==> config.mk <==
export PLATFORM = sky130hd
export DESIGN_NAME = char_stream_tokenizer_flat
export DESIGN_NICKNAME = d
export VERILOG_FILES = /design/src/design/cst_pkg.sv /design/src/design/cst_req_if.sv /design/src/design/cst_rsp_if.sv /design/src/design/cst_classify.sv /design/src/design/char_stream_tokenizer.sv /design/src/flat_wrapper.sv
export SDC_FILE = /design/constraint.sdc
export NUM_CORES = 1
export LEC_CHECK = 0
export BUFFER_PORTS_ARGS = -buffer_cell sky130_fd_sc_hd__buf_2
export CORE_ASPECT_RATIO = 0.75
export CORE_MARGIN = 8
export CORE_UTILIZATION = 50
export CTS_BUF_LIST = sky130_fd_sc_hd__clkbuf_4 sky130_fd_sc_hd__clkbuf_8
export DETAILED_ROUTE_END_ITERATION = 16
export HOLD_SLACK_MARGIN = 0.02
export PLACE_DENSITY = 0.73
export RECOVER_POWER = 25
export SYNTH_ARGS = -nofsm -noshare
export SYNTH_HDL_FRONTEND = slang
export SYNTH_HIERARCHICAL = 1
export SYNTH_SLANG_ARGS = --single-unit
export TNS_END_PERCENT = 30
==> constraint.sdc <==
create_clock -name clock -period 4.8 [get_ports clock]
set_clock_uncertainty 0.05 [all_clocks]
set_input_delay 0.48 -clock clock [delete_from_list [all_inputs] [get_ports clock]]
set_output_delay 0.48 -clock clock [all_outputs]
set_load 0.05 [all_outputs]
==> src/design/cst_pkg.sv <==
// cst_pkg: shared types and constants for the character stream tokenizer
// no dependencies; used by the interfaces, the classifier and the top level

package cst_pkg;

   localparam int unsigned CharWidth = 8;
   localparam int unsigned KindWidth = 4;

   typedef logic [CharWidth-1:0] char_type;

   typedef enum logic [2:0] {
      ST_IDLE  = 3'd0,
      ST_IDENT = 3'd1,
      ST_NUM   = 3'd2,
      ST_COLON = 3'd3,
      ST_DASH  = 3'd4
   } scan_state_type;

   typedef enum logic [KindWidth-1:0] {
      K_IDENT  = 4'd0,
      K_NUMBER = 4'd1,
      K_SCOPE  = 4'd2,
      K_DOT    = 4'd3,
      K_COMMA  = 4'd4,
      K_SEMI   = 4'd5,
      K_ARROW  = 4'd6,
      K_OPENP  = 4'd7,
      K_CLOSEP = 4'd8,
      K_OPENB  = 4'd9,
      K_CLOSEB = 4'd10
   } token_kind_type;

   // character codes
   localparam char_type ChColon  = 8'h3A;
   localparam char_type ChDash   = 8'h2D;
   localparam char_type ChGt     = 8'h3E;
   localparam char_type ChUscore = 8'h5F;
   localparam char_type ChZero   = 8'h30;
   localparam char_type ChNine   = 8'h39;
   localparam char_type ChUpA    = 8'h41;
   localparam char_type ChUpZ    = 8'h5A;
   localparam char_type ChLowA   = 8'h61;
   localparam char_type ChLowZ   = 8'h7A;
   localparam char_type ChDot    = 8'h2E;
   localparam char_type ChComma  = 8'h2C;
   localparam char_type ChSemi   = 8'h3B;
   localparam char_type ChOpenP  = 8'h28;
   localparam char_type ChCloseP = 8'h29;
   localparam char_type ChOpenB  = 8'h7B;
   localparam char_type ChCloseB = 8'h7D;

   // one result item
   typedef struct packed {
      token_kind_type kind;
      char_type       value;
      logic           start;
   } token_type;

   // classifier decision for one character
   typedef struct packed {
      logic           emit;
      token_type      token;
      scan_state_type next_state;
   } decision_type;

   function automatic logic is_alpha(input char_type c);
      is_alpha = (c >= ChUpA && c <= ChUpZ) || (c >= ChLowA && c <= ChLowZ) ||
                 (c == ChUscore);
   endfunction

   function automatic logic is_digit(input char_type c);
      is_digit = (c >= ChZero) && (c <= ChNine);
   endfunction

endpackage

==> src/design/cst_req_if.sv <==
// cst_req_if: valid/ready channel carrying one source character per item
// depends on cst_pkg

interface cst_req_if;
   import cst_pkg::*;

   logic     valid;
   logic     ready;
   char_type char_code;

   modport source (output valid, output char_code, input ready);
   modport sink   (input valid, input char_code, output ready);
endinterface

==> src/design/cst_rsp_if.sv <==
// cst_rsp_if: valid/ready channel carrying one token result per item
// depends on cst_pkg

interface cst_rsp_if;
   import cst_pkg::*;

   logic           valid;
   logic           ready;
   token_kind_type token_kind;
   char_type       char_value;
   logic           token_start;

   modport source (output valid, output token_kind, output char_value,
                   output token_start, input ready);
   modport sink   (input valid, input token_kind, input char_value,
                   input token_start, output ready);
endinterface

==> src/design/cst_classify.sv <==
// cst_classify: combinational scanner step, current state and character in,
// optional token and next state out; depends on cst_pkg

module cst_classify (
   input  cst_pkg::scan_state_type state,
   input  cst_pkg::char_type       char_code,
   output cst_pkg::decision_type   decision
);
   import cst_pkg::*;

   logic alpha;
   logic digit;

   assign alpha = is_alpha(char_code);
   assign digit = is_digit(char_code);

   always_comb begin
      decision             = '0;
      decision.next_state  = ST_IDLE;
      decision.token.value = char_code;
      decision.token.kind  = K_IDENT;
      decision.token.start = 1'b1;

      if ((state == ST_COLON) && (char_code == ChColon)) begin
         decision.emit       = 1'b1;
         decision.token.kind = K_SCOPE;
      end else if ((state == ST_DASH) && (char_code == ChGt)) begin
         decision.emit       = 1'b1;
         decision.token.kind = K_ARROW;
      end else if (alpha) begin
         decision.emit        = 1'b1;
         decision.next_state  = ST_IDENT;
         decision.token.start = (state != ST_IDENT);
      end else if (digit) begin
         decision.emit = 1'b1;
         if (state == ST_IDENT) begin
            // digit keeps the identifier going
            decision.next_state  = ST_IDENT;
            decision.token.start = 1'b0;
         end else begin
            decision.next_state  = ST_NUM;
            decision.token.kind  = K_NUMBER;
            decision.token.start = (state != ST_NUM);
         end
      end else begin
         case (char_code)
            ChColon:  decision.next_state = ST_COLON;
            ChDash:   decision.next_state = ST_DASH;
            ChDot: begin
               decision.emit = 1'b1; decision.token.kind = K_DOT;
            end
            ChComma: begin
               decision.emit = 1'b1; decision.token.kind = K_COMMA;
            end
            ChSemi: begin
               decision.emit = 1'b1; decision.token.kind = K_SEMI;
            end
            ChOpenP: begin
               decision.emit = 1'b1; decision.token.kind = K_OPENP;
            end
            ChCloseP: begin
               decision.emit = 1'b1; decision.token.kind = K_CLOSEP;
            end
            ChOpenB: begin
               decision.emit = 1'b1; decision.token.kind = K_OPENB;
            end
            ChCloseB: begin
               decision.emit = 1'b1; decision.token.kind = K_CLOSEB;
            end
            default:  decision.emit = 1'b0;
         endcase
      end
   end

endmodule

==> src/design/char_stream_tokenizer.sv <==
// char_stream_tokenizer: each accepted character passes the input register, then the
// result register on its way to its token; throughput one character per cycle
// while the result side takes items; characters that make no token only update state
// reset (synchronous, active high) empties both registers and returns the scanner to idle
// depends on cst_pkg, cst_req_if, cst_rsp_if and cst_classify

module char_stream_tokenizer (
   input logic     clock,
   input logic     reset,
   cst_req_if.sink   req_chan,
   cst_rsp_if.source rsp_chan
);
   import cst_pkg::*;

   // input register stage
   logic           in_valid_ff, in_valid_in;
   char_type       in_char_ff,  in_char_in;

   // scanner state, updated as each character leaves the input register
   scan_state_type state_ff, state_in;

   // result register
   logic           out_valid_ff, out_valid_in;
   token_type      out_token_ff, out_token_in;

   decision_type   decision;
   logic           advance;

   // the input register moves on whenever the result register is free
   // or is being emptied in this cycle
   assign advance      = in_valid_ff && (!out_valid_ff || rsp_chan.ready);
   assign req_chan.ready = !in_valid_ff || advance;

   cst_classify u_classify (
      .state     (state_ff),
      .char_code (in_char_ff),
      .decision  (decision)
   );

   always_comb begin
      in_valid_in  = in_valid_ff;
      in_char_in   = in_char_ff;
      state_in     = state_ff;
      out_valid_in = out_valid_ff;
      out_token_in = out_token_ff;

      // result register drains
      if (out_valid_ff && rsp_chan.ready) begin
         out_valid_in = 1'b0;
      end

      // character leaves the input register
      if (advance) begin
         in_valid_in = 1'b0;
         state_in    = decision.next_state;
         if (decision.emit) begin
            out_valid_in = 1'b1;
            out_token_in = decision.token;
         end
      end

      // new character arrives
      if (req_chan.valid && req_chan.ready) begin
         in_valid_in = 1'b1;
         in_char_in  = req_chan.char_code;
      end
   end

   // control state
   always_ff @(posedge clock) begin
      if (reset) begin
         in_valid_ff  <= 1'b0;
         out_valid_ff <= 1'b0;
         state_ff     <= ST_IDLE;
      end else begin
         in_valid_ff  <= in_valid_in;
         out_valid_ff <= out_valid_in;
         state_ff     <= state_in;
      end
   end

   // payload, no reset
   always_ff @(posedge clock) begin
      in_char_ff   <= in_char_in;
      out_token_ff <= out_token_in;
   end

   assign rsp_chan.valid       = out_valid_ff;
   assign rsp_chan.token_kind  = out_token_ff.kind;
   assign rsp_chan.char_value  = out_token_ff.value;
   assign rsp_chan.token_start = out_token_ff.start;

   // a stalled character waits in the input register unchanged
   a_in_hold: assert property (@(posedge clock) disable iff (reset)
      in_valid_ff && !advance |=> in_valid_ff && $stable(in_char_ff))
      else $error("input register lost a stalled character");

   // pair and single tokens always begin a token
   a_punct_start: assert property (@(posedge clock) disable iff (reset)
      out_valid_ff && (out_token_ff.kind != K_IDENT) && (out_token_ff.kind != K_NUMBER)
      |-> out_token_ff.start)
      else $error("punctuation token without start flag");

   // a continuation character is only ever part of an identifier or number
   a_cont_kind: assert property (@(posedge clock) disable iff (reset)
      out_valid_ff && !out_token_ff.start
      |-> (out_token_ff.kind == K_IDENT) || (out_token_ff.kind == K_NUMBER))
      else $error("continuation flag on a non-run token");

   // a colon that does not close a pair leaves the scanner pending on it
   a_colon_pend: assert property (@(posedge clock) disable iff (reset)
      advance && (in_char_ff == ChColon) && (state_ff != ST_COLON)
      |=> state_ff == ST_COLON)
      else $error("lone colon not held pending");

endmodule

==> src/flat_wrapper.sv <==
// flat-port wrapper written by rule: the top's interface ports become plain ports
module char_stream_tokenizer_flat import cst_pkg::*;
  (clock, reset, req_chan_valid, req_chan_char_code, req_chan_ready, rsp_chan_valid, rsp_chan_token_kind, rsp_chan_char_value, rsp_chan_token_start, rsp_chan_ready);
  cst_req_if req_chan_i ();
  cst_rsp_if rsp_chan_i ();
  input logic clock;
  input logic reset;
  input wire logic [$bits(req_chan_i.valid)-1:0] req_chan_valid;
  input wire logic [$bits(req_chan_i.char_code)-1:0] req_chan_char_code;
  output wire logic [$bits(req_chan_i.ready)-1:0] req_chan_ready;
  output wire logic [$bits(rsp_chan_i.valid)-1:0] rsp_chan_valid;
  output wire logic [$bits(rsp_chan_i.token_kind)-1:0] rsp_chan_token_kind;
  output wire logic [$bits(rsp_chan_i.char_value)-1:0] rsp_chan_char_value;
  output wire logic [$bits(rsp_chan_i.token_start)-1:0] rsp_chan_token_start;
  input wire logic [$bits(rsp_chan_i.ready)-1:0] rsp_chan_ready;
  assign req_chan_i.valid = req_chan_valid;
  assign req_chan_i.char_code = req_chan_char_code;
  assign req_chan_ready = req_chan_i.ready;
  assign rsp_chan_valid = rsp_chan_i.valid;
  assign rsp_chan_token_kind = rsp_chan_i.token_kind;
  assign rsp_chan_char_value = rsp_chan_i.char_value;
  assign rsp_chan_token_start = rsp_chan_i.token_start;
  assign rsp_chan_i.ready = rsp_chan_ready;
  char_stream_tokenizer u_core (.clock(clock), .reset(reset), .req_chan(req_chan_i), .rsp_chan(rsp_chan_i));
endmodule
==> flow_metrics.tcl, run 1 <==
set metrics [dict create \
    cts_max_path_buffers 2 \
    post_cts_buffers 0 \
    wl_per_cell_um 16.0 \
    synth_nets 130 \
    via_per_inst 5.85 \
    grt_pass1_vias 917 \
    ys.flop_type "edfxtp_1" \
    report.power.total_uw 428 \
    ys_types 45 \
    yosysSeqAreaShare_pct 52.7 \
    place_hpwl_um 1980 \
    cp-end-kind "flip-flop" \
    hold_viol 0 \
    numClockSinks 26 \
    fin_hold_ws_ps 339 \
    cts-root-buf "clkbuf_8" \
    start_util_pct 52.9 \
    synth_commonest_cells "edfxtp_1, buf_4, nor2_1" \
    drv_slew 0 \
    cp_data_required_time_ps 4640 \
    area_growth_pct 8.39 \
    cts_tree "done" \
    path_class "reg -> reg" \
    tns_ps 0 \
    critPathArrivalTime_ps 2680 \
    fin_nets 147 \
    cts.repair.resized 0 \
    cap_violations 0 \
    grt_setup_unrepaired "no" \
    netlist_area_um2 1390 \
    cts_max_level 1 \
    grt_pass1_wl_um 4270 \
    synth.avg_cell_area_um2 11.8 \
    globalRouteOverflowTotal 0 \
    placedCellCount 166 \
    antenna_found_initial 0 \
    remaining_drc_errors 0 \
    period_share_pct 59.1 \
    ys_warn_count 6 \
    routed_wl_um 2730 \
    run_status "completed" \
    fmax_mhz 353 \
    relSlewSlack_pct 37.6 \
    netlist_instances 118 \
    first_pass_iters 4 \
    max_stage_delay_ps 710 \
    final_area_um2 1500 \
    fp.coreArea_um2 2620 \
    synth_edf_count 21 \
    ys_seq_elements 26 \
    min-delay-path-class "in -> reg" \
    postCtsHoldBufs 0 \
    synthArstFlopShare_pct 0 \
    synth_top_cell_area_share_pct 45.4 \
    layout.cells.non_filler 170 \
    die_width_um 76.8 \
    grt_usage_pct 11.3 \
    clock_latency_ps 260 \
    setup_viol 0 \
    io_pins 27 \
    drtAntennaViolNets 0 \
    dr_total_vias 995 \
    dieArea_um2 4730 \
    crit_path_cell_trace "nand4bb_1 -> a211oi_1 -> a31oi_1 -> nand3_1 -> nand2_1 -> nor2_1" \
    antenna_cells 0 \
    start_kind "flip-flop" \
    place_area_um2 1470 \
    gp_congestion 0.879 \
    leakage_uw 0.000535 \
    crit_fanout 18 \
    min_period_ps 2840 \
    cts_inserted_buffers 3 \
    peakVddDrop_v 0.000147 \
    power.density_nw_per_um2 284 \
    clkTransAtPathRegs_ps 80 \
    yosys.area.top_type "edfxtp_1" \
    port_buffers 26 \
    fp-row-count 16 \
    tightest_slew_ps 932 \
    drtIter0Drc 72 \
    die_h_um 61.6 \
    synthTopCellsByArea "edfxtp_1, dfxtp_1, buf_4" \
    grt_max_degree 19 \
    crit_slowest_cell "nor2_1" \
    synth_most_common_cell "edfxtp_1" \
    drive_above_1_share_pct 25.4 \
]
state kept, by name (all words and copies together), names as in the netlist:
signal                       count
u_core/in_char_ff                8
u_core/rsp_chan.char_value       8
u_core/rsp_chan.token_kind       4
u_core/state_ff                  3
u_core/in_valid_ff               1
u_core/rsp_chan.token_start      1
u_core/rsp_chan.valid            1
cell families after synthesis:
logic type | count (synthesis) | synth area share, %
AOI/OAI and AO/OA | 24 | 12.2
muxes | 4 | 2.89
buffers and inverters | 17 | 7.75
xor gates and xnor gates | 1 | 0.631
DFF | 26 | 52.7
and+or+nand+nor | 46 | 23.9
through the flow:
| stage | worst slack [ps] | util (%) |
|---|---|---|
| after floorplan | 2390 | - |
| after global placement | 2050 | 55.9 |
| after detailed placement | 1980 | 55.9 |
| after CTS | 1980 | 57.6 |
| after global routing | 1760 | 57.3 |
| final | 1960 | 57.3 |
cells in the final DEF (no fill, tap or decap), types with 3 or more instances in the layout:
cell	n
a21oi_1	4
buf_2	26
clkbuf_8	3
dfxtp_1	5
edfxtp_1	21
inv_1	3
mux2i_1	4
nand2_1	5
nand2b_1	6
nand4b_1	4
nor2_1	8
nor2b_1	3
o21ai_0	4
where the power goes:
part           leakage [µW]  switching [µW]  internal, µW
clock             0.0000231            60.0          57.1
sequential         0.000233            13.5           252
combinational      0.000280            27.1          17.8
area by class of cell:
class                           instances  area, µm²
Clock inverter                          1       3.75
Clock buffer                            3       41.3
Inverter                                3       11.3
Multi-Input combinational cell         75        542
Timing Repair Buffer                   26        130
Tap cell                               36       45.0
Fill cell                             218       1120
Sequential cell                        26        731
metal layers:
metal	GRT usage [%]	part of all wire (%)	vias up
li1	-	-	467
met5	0	0	-
met2	17.0	43	54
met4	3.00	1.2	0
met3	5.25	10	6
met1	14.4	45	468
critical path: cells and delay by family, from the launching register on:
kind / cells / cell delay [ps]
simple gates: 4 / 1170
flops: 1 / 640
compound gates: 2 / 610
final timing paths:
kind	cells after the start	startpoint	slack, ps	end
setup / recovery	6	u_core/in_char_ff[2]$_DFFE_PP_	1960	u_core/rsp_chan.token_kind[1]$_DFFE_PP_
hold / removal	1	req_chan_char_code[6]	340	u_core/in_char_ff[6]$_DFFE_PP_
setup reg to reg	6	u_core/in_char_ff[2]$_DFFE_PP_	1960	u_core/rsp_chan.token_kind[1]$_DFFE_PP_
hold reg to reg	2	u_core/state_ff[0]$_SDFFE_PP0P_	500	u_core/state_ff[0]$_SDFFE_PP0P_
(Power assumes the default switching activity.)
==> inputs of run 2 (changes only) <==
clock period = 3 ns   (was 4.8 ns; I/O delays follow)
==> flow_metrics.tcl, run 2 (synthesis gave the netlist of run 1 again) <==
set metrics [dict create \
    run_status "completed" \
    start_kind "flip-flop" \
    grt_pass1_wl_um 4640 \
    power.density_nw_per_um2 456 \
    crit_fanout 18 \
    cts_tree "done" \
    cts_inserted_buffers 3 \
    globalRouteOverflowTotal 0 \
    antenna_found_initial 0 \
    cts-root-buf "clkbuf_8" \
    dr_total_vias 1019 \
    drv_slew 0 \
    cts.repair.resized 0 \
    path_buf_inv 1 \
    cp-end-kind "flip-flop" \
    fin_nets 148 \
    gp_congestion 0.926 \
    die_h_um 61.6 \
    routed_wl_um 2770 \
    drtIter0Drc 106 \
    grt_usage_pct 12.3 \
    tightest_slew_ps 570 \
    fp-row-count 16 \
    r2r-start "u_core/in_char_ff[2]$_DFFE_PP_" \
    fp.coreArea_um2 2620 \
    leakage_uw 0.000541 \
    period_share_pct 80.4 \
    cts_max_level 1 \
    start_util_pct 52.9 \
    peakVddDrop_v 0.000347 \
    crit_path_cell_trace "nand4bb_1 -> a211oi_1 -> a31oi_1 -> nand3_1 -> nand2_1 -> nor2_1 -> buf_4" \
    path_depth 7 \
    path_class "reg -> reg" \
    hold_viol 0 \
    postCtsHoldBufs 0 \
    wl_per_cell_um 16.2 \
    max_stage_delay_ps 640 \
    drtAntennaViolNets 0 \
    clock_latency_ps 260 \
    via_per_inst 5.96 \
    final_common_cell "buf_2" \
    worstSetupEndpoint "u_core/rsp_chan.char_value[7]$_DFFE_PP_" \
    place_hpwl_um 2010 \
    min_period_ps 2410 \
    drive_above_1_share_pct 25.9 \
    timing.rr.end "u_core/rsp_chan.char_value[7]$_DFFE_PP_" \
    critPathArrivalTime_ps 2340 \
    fmax_mhz 415 \
    grt_max_degree 19 \
    area_growth_pct 8.93 \
    antenna_cells 0 \
    cap_violations 0 \
    remaining_drc_errors 0 \
    r2r_slack_ps 590 \
    grt_pass1_vias 1010 \
    cts_max_path_buffers 2 \
    relSlewSlack_pct 62.0 \
    startpoint "u_core/in_char_ff[2]$_DFFE_PP_" \
    die_width_um 76.8 \
    rr_worst_depth 7 \
    port_buffers 26 \
    io_pins 27 \
    fin_hold_ws_ps 156 \
    dieArea_um2 4730 \
    numClockSinks 26 \
    crit_slowest_cell "edfxtp_1" \
    min-delay-path-class "in -> reg" \
    first_pass_iters 5 \
    setup_viol 0 \
    post_cts_buffers 0 \
    layout_common_cells "buf_2, edfxtp_1, nor2_1" \
    clkTransAtPathRegs_ps 80 \
    grt_setup_unrepaired "no" \
    cp_data_required_time_ps 2920 \
    crit_family "flip-flops" \
    tns_ps 0 \
]
## run 2: cell count changes in the layout (fill, tap and decap cells not counted)
cell	before	now
buf_4	0	1
## run 2: worst min-delay path by stage
stage	startpoint	endpoint	cells after the start	slack (ps)
floorplan	reset	u_core/in_valid_ff$_SDFFE_PP0P_	1	320
global placement	req_chan_char_code[3]	u_core/in_char_ff[3]$_DFFE_PP_	1	430
detailed placement	req_chan_char_code[2]	u_core/in_char_ff[2]$_DFFE_PP_	1	430
CTS	req_chan_char_code[1]	u_core/in_char_ff[1]$_DFFE_PP_	1	150
global route	req_chan_char_code[4]	u_core/in_char_ff[4]$_DFFE_PP_	1	140
finish	req_chan_char_code[2]	u_core/in_char_ff[2]$_DFFE_PP_	1	160
## run 2: area by class of cell
cell class | count | area [µm²]
Sequential cell | 26 | 731
Multi-Input combinational cell | 75 | 542
Clock inverter | 1 | 3.75
Inverter | 3 | 11.3
Timing Repair Buffer | 27 | 138
Tap cell | 36 | 45.0
Clock buffer | 3 | 41.3
Fill cell | 232 | 1110
## run 2: layer usage
metal  wire length (µm)  GRT usage [%]  up-vias  share of wire (%)
met5                  0              0        -                  0
met4                 27           3.54        0               0.98
met3                322           4.81        6                 12
met2               1220           19.2       63                 44
met1               1190           15.5      473                 43
li1                   -              -      477                  -
## run 2: power by group
| group | internal [µW] | switching, µW | total [µW] |
|---|---|---|---|
| registers | 404 | 21.8 | 426 |
| logic | 29.0 | 43.7 | 72.8 |
| clock network | 91.5 | 99.6 | 191 |
## run 2: metrics by stage
stage | cells | util, % | cell area, µm² | total power [µW] | worst slack (ps)
2_1_floorplan | 118 | - | 1390 | 492 | 586
3_3_place_gp | 167 | 56.2 | 1470 | 505 | 770
3_5_place_dp | 167 | 56.2 | 1470 | 506 | 667
4_1_cts | 171 | 57.9 | 1520 | 695 | 656
5_1_grt | 171 | 57.6 | 1510 | 723 | 457
6_report | 171 | 57.6 | 1510 | 689 | 589
==> inputs of run 3 (changes only) <==
PLACE_DENSITY = 0.76   (was 0.73)
clock period = 2.15 ns   (was 3 ns; I/O delays follow)
==> flow_metrics.tcl, run 3 (synthesis gave the netlist of run 1 again) <==
set metrics [dict create \
    run_status "completed" \
    timing.rr.end "u_core/rsp_chan.char_value[5]$_DFFE_PP_" \
    final_common_cell "buf_2" \
    crit_path_cell_trace "buf_4 -> buf_6 -> nor4_4 -> o21bai_1 -> a31oi_1 -> nand3_1 -> nand2_2 -> nor2_4 -> buf_12" \
    cts-root-buf "clkbuf_8" \
    report.power.total_uw 996 \
    tightest_slew_ps 347 \
    grt_pass1_vias 997 \
    layout_common_cells "buf_2, edfxtp_1, buf_4" \
    hold_start "req_chan_char_code[3]" \
    antenna_cells 0 \
    fin_nets 160 \
    power.density_nw_per_um2 604 \
    drtAntennaViolNets 0 \
    placedCellCount 176 \
    routed_wl_um 2940 \
    port_buffers 26 \
    drv_slew 0 \
    numClockSinks 26 \
    tns_ps 0 \
    fp.coreArea_um2 2620 \
    cts_tree "done" \
    gp_congestion 0.900 \
    cap_violations 0 \
    via_per_inst 5.70 \
    fill_cells 202 \
    grt_max_degree 15 \
    cts_max_path_buffers 2 \
    relSlewSlack_pct 76.8 \
    grt_usage_pct 12.5 \
    critPathArrivalTime_ps 2140 \
    layout.cells.non_filler 183 \
    fmax_mhz 465 \
    hold_viol 0 \
    peakVddDrop_v 0.000358 \
    setup_viol 0 \
    min_period_ps 2150 \
    cts_inserted_buffers 3 \
    die_h_um 61.6 \
    worstSetupEndpoint "u_core/rsp_chan.char_value[5]$_DFFE_PP_" \
    clkTransAtPathRegs_ps 90 \
    start_kind "flip-flop" \
    io_pins 27 \
    place_hpwl_um 2110 \
    dr_total_vias 1043 \
    path_class "reg -> reg" \
    cp-end-kind "flip-flop" \
    r2r_slack_ps 2 \
    r2r-start "u_core/in_char_ff[2]$_DFFE_PP_" \
    fp-row-count 16 \
    min-delay-path-class "in -> reg" \
    drtIter0Drc 139 \
    first_pass_iters 4 \
    remaining_drc_errors 0 \
    area_growth_pct 18.8 \
    rr_worst_depth 9 \
    cts_max_level 1 \
    drive_above_1_share_pct 34.0 \
    grt_pass1_wl_um 4730 \
    dieArea_um2 4730 \
    crit_slowest_cell "edfxtp_1" \
    start_util_pct 52.9 \
    max_stage_delay_ps 400 \
    startpoint "u_core/in_char_ff[2]$_DFFE_PP_" \
    die_width_um 76.8 \
    period_share_pct 99.9 \
    wl_per_cell_um 16.1 \
    cp_data_required_time_ps 2140 \
    crit_fanout 13 \
    antenna_found_initial 0 \
    leakage_uw 0.000602 \
    globalRouteOverflowTotal 0 \
    clock_latency_ps 270 \
]
[run 3: cell types whose count changed in the layout (fill, tap and decap cells not counted), sizes merged]
cell,before,now
buf,27,38
clkbuf,3,4
[run 3: through the flow]
stage	area [µm²]	setup slack (ps)	hold WS, ps	utilization (%)
3_3_place_gp	1550	119	342	59.1
4_1_cts	1590	48.7	59.3	60.8
6_report	1650	1.75	66.9	62.9
2_1_floorplan	1400	87.6	237	-
5_1_grt	1650	-57.2	53.3	62.9
3_5_place_dp	1550	58.2	344	59.1
[run 3: critical path, delay by kind of cell (launching register included)]
family | cells | cell delay, ps
and+or+nand+nor | 4 | 610
AOI/OAI and AO/OA | 2 | 380
buffers and inverters | 3 | 460
DFF | 1 | 400
[run 3: power by group]
group          leakage, µW  internal, µW  switching (µW)  total (µW)
sequential        0.000233           563            13.1         576
clock            0.0000231           128             146         274
combinational     0.000346          58.1            87.4         145
[run 3: layout make-up]
cell class / instances / area [µm²] / area share [%]
well taps: 36 / 45.0 / 2.73
clock buffers: 3 / 41.3 / 2.50
repair buffers: 39 / 243 / 14.7
multi-input cells: 75 / 574 / 34.8
clock inverters: 1 / 3.75 / 0.228
inverters: 3 / 11.3 / 0.683
flip-flops and latches: 26 / 731 / 44.3
[run 3: layer usage]
layer  GRT usage (%)  part of all wire, %  up-vias
met2            19.1                   45       55
met1            16.2                   46      482
met4            4.90                  1.2        0
met5               0                    0        -
met3            3.79                  8.4        5
li1                -                    -      501
[run 3: how the worst min path moves through the flow]
| stage | endpoint | depth (start not counted) |
|---|---|---|
| 6_report | u_core/in_char_ff[3]$_DFFE_PP_ | 1 |
| 5_1_grt | u_core/in_char_ff[5]$_DFFE_PP_ | 1 |
| 4_1_cts | u_core/in_char_ff[7]$_DFFE_PP_ | 1 |
| 3_5_place_dp | u_core/in_char_ff[3]$_DFFE_PP_ | 1 |
| 3_3_place_gp | u_core/in_char_ff[0]$_DFFE_PP_ | 1 |
| 2_1_floorplan | u_core/in_valid_ff$_SDFFE_PP0P_ | 1 |
[run 3: repair_timing]
action,in CTS,in global routing
gates resized for setup,0,4
setup buffers,0,3
endpoints found under the setup margin,0,13
hold endpoints to repair,0,0
hold buffers,0,0
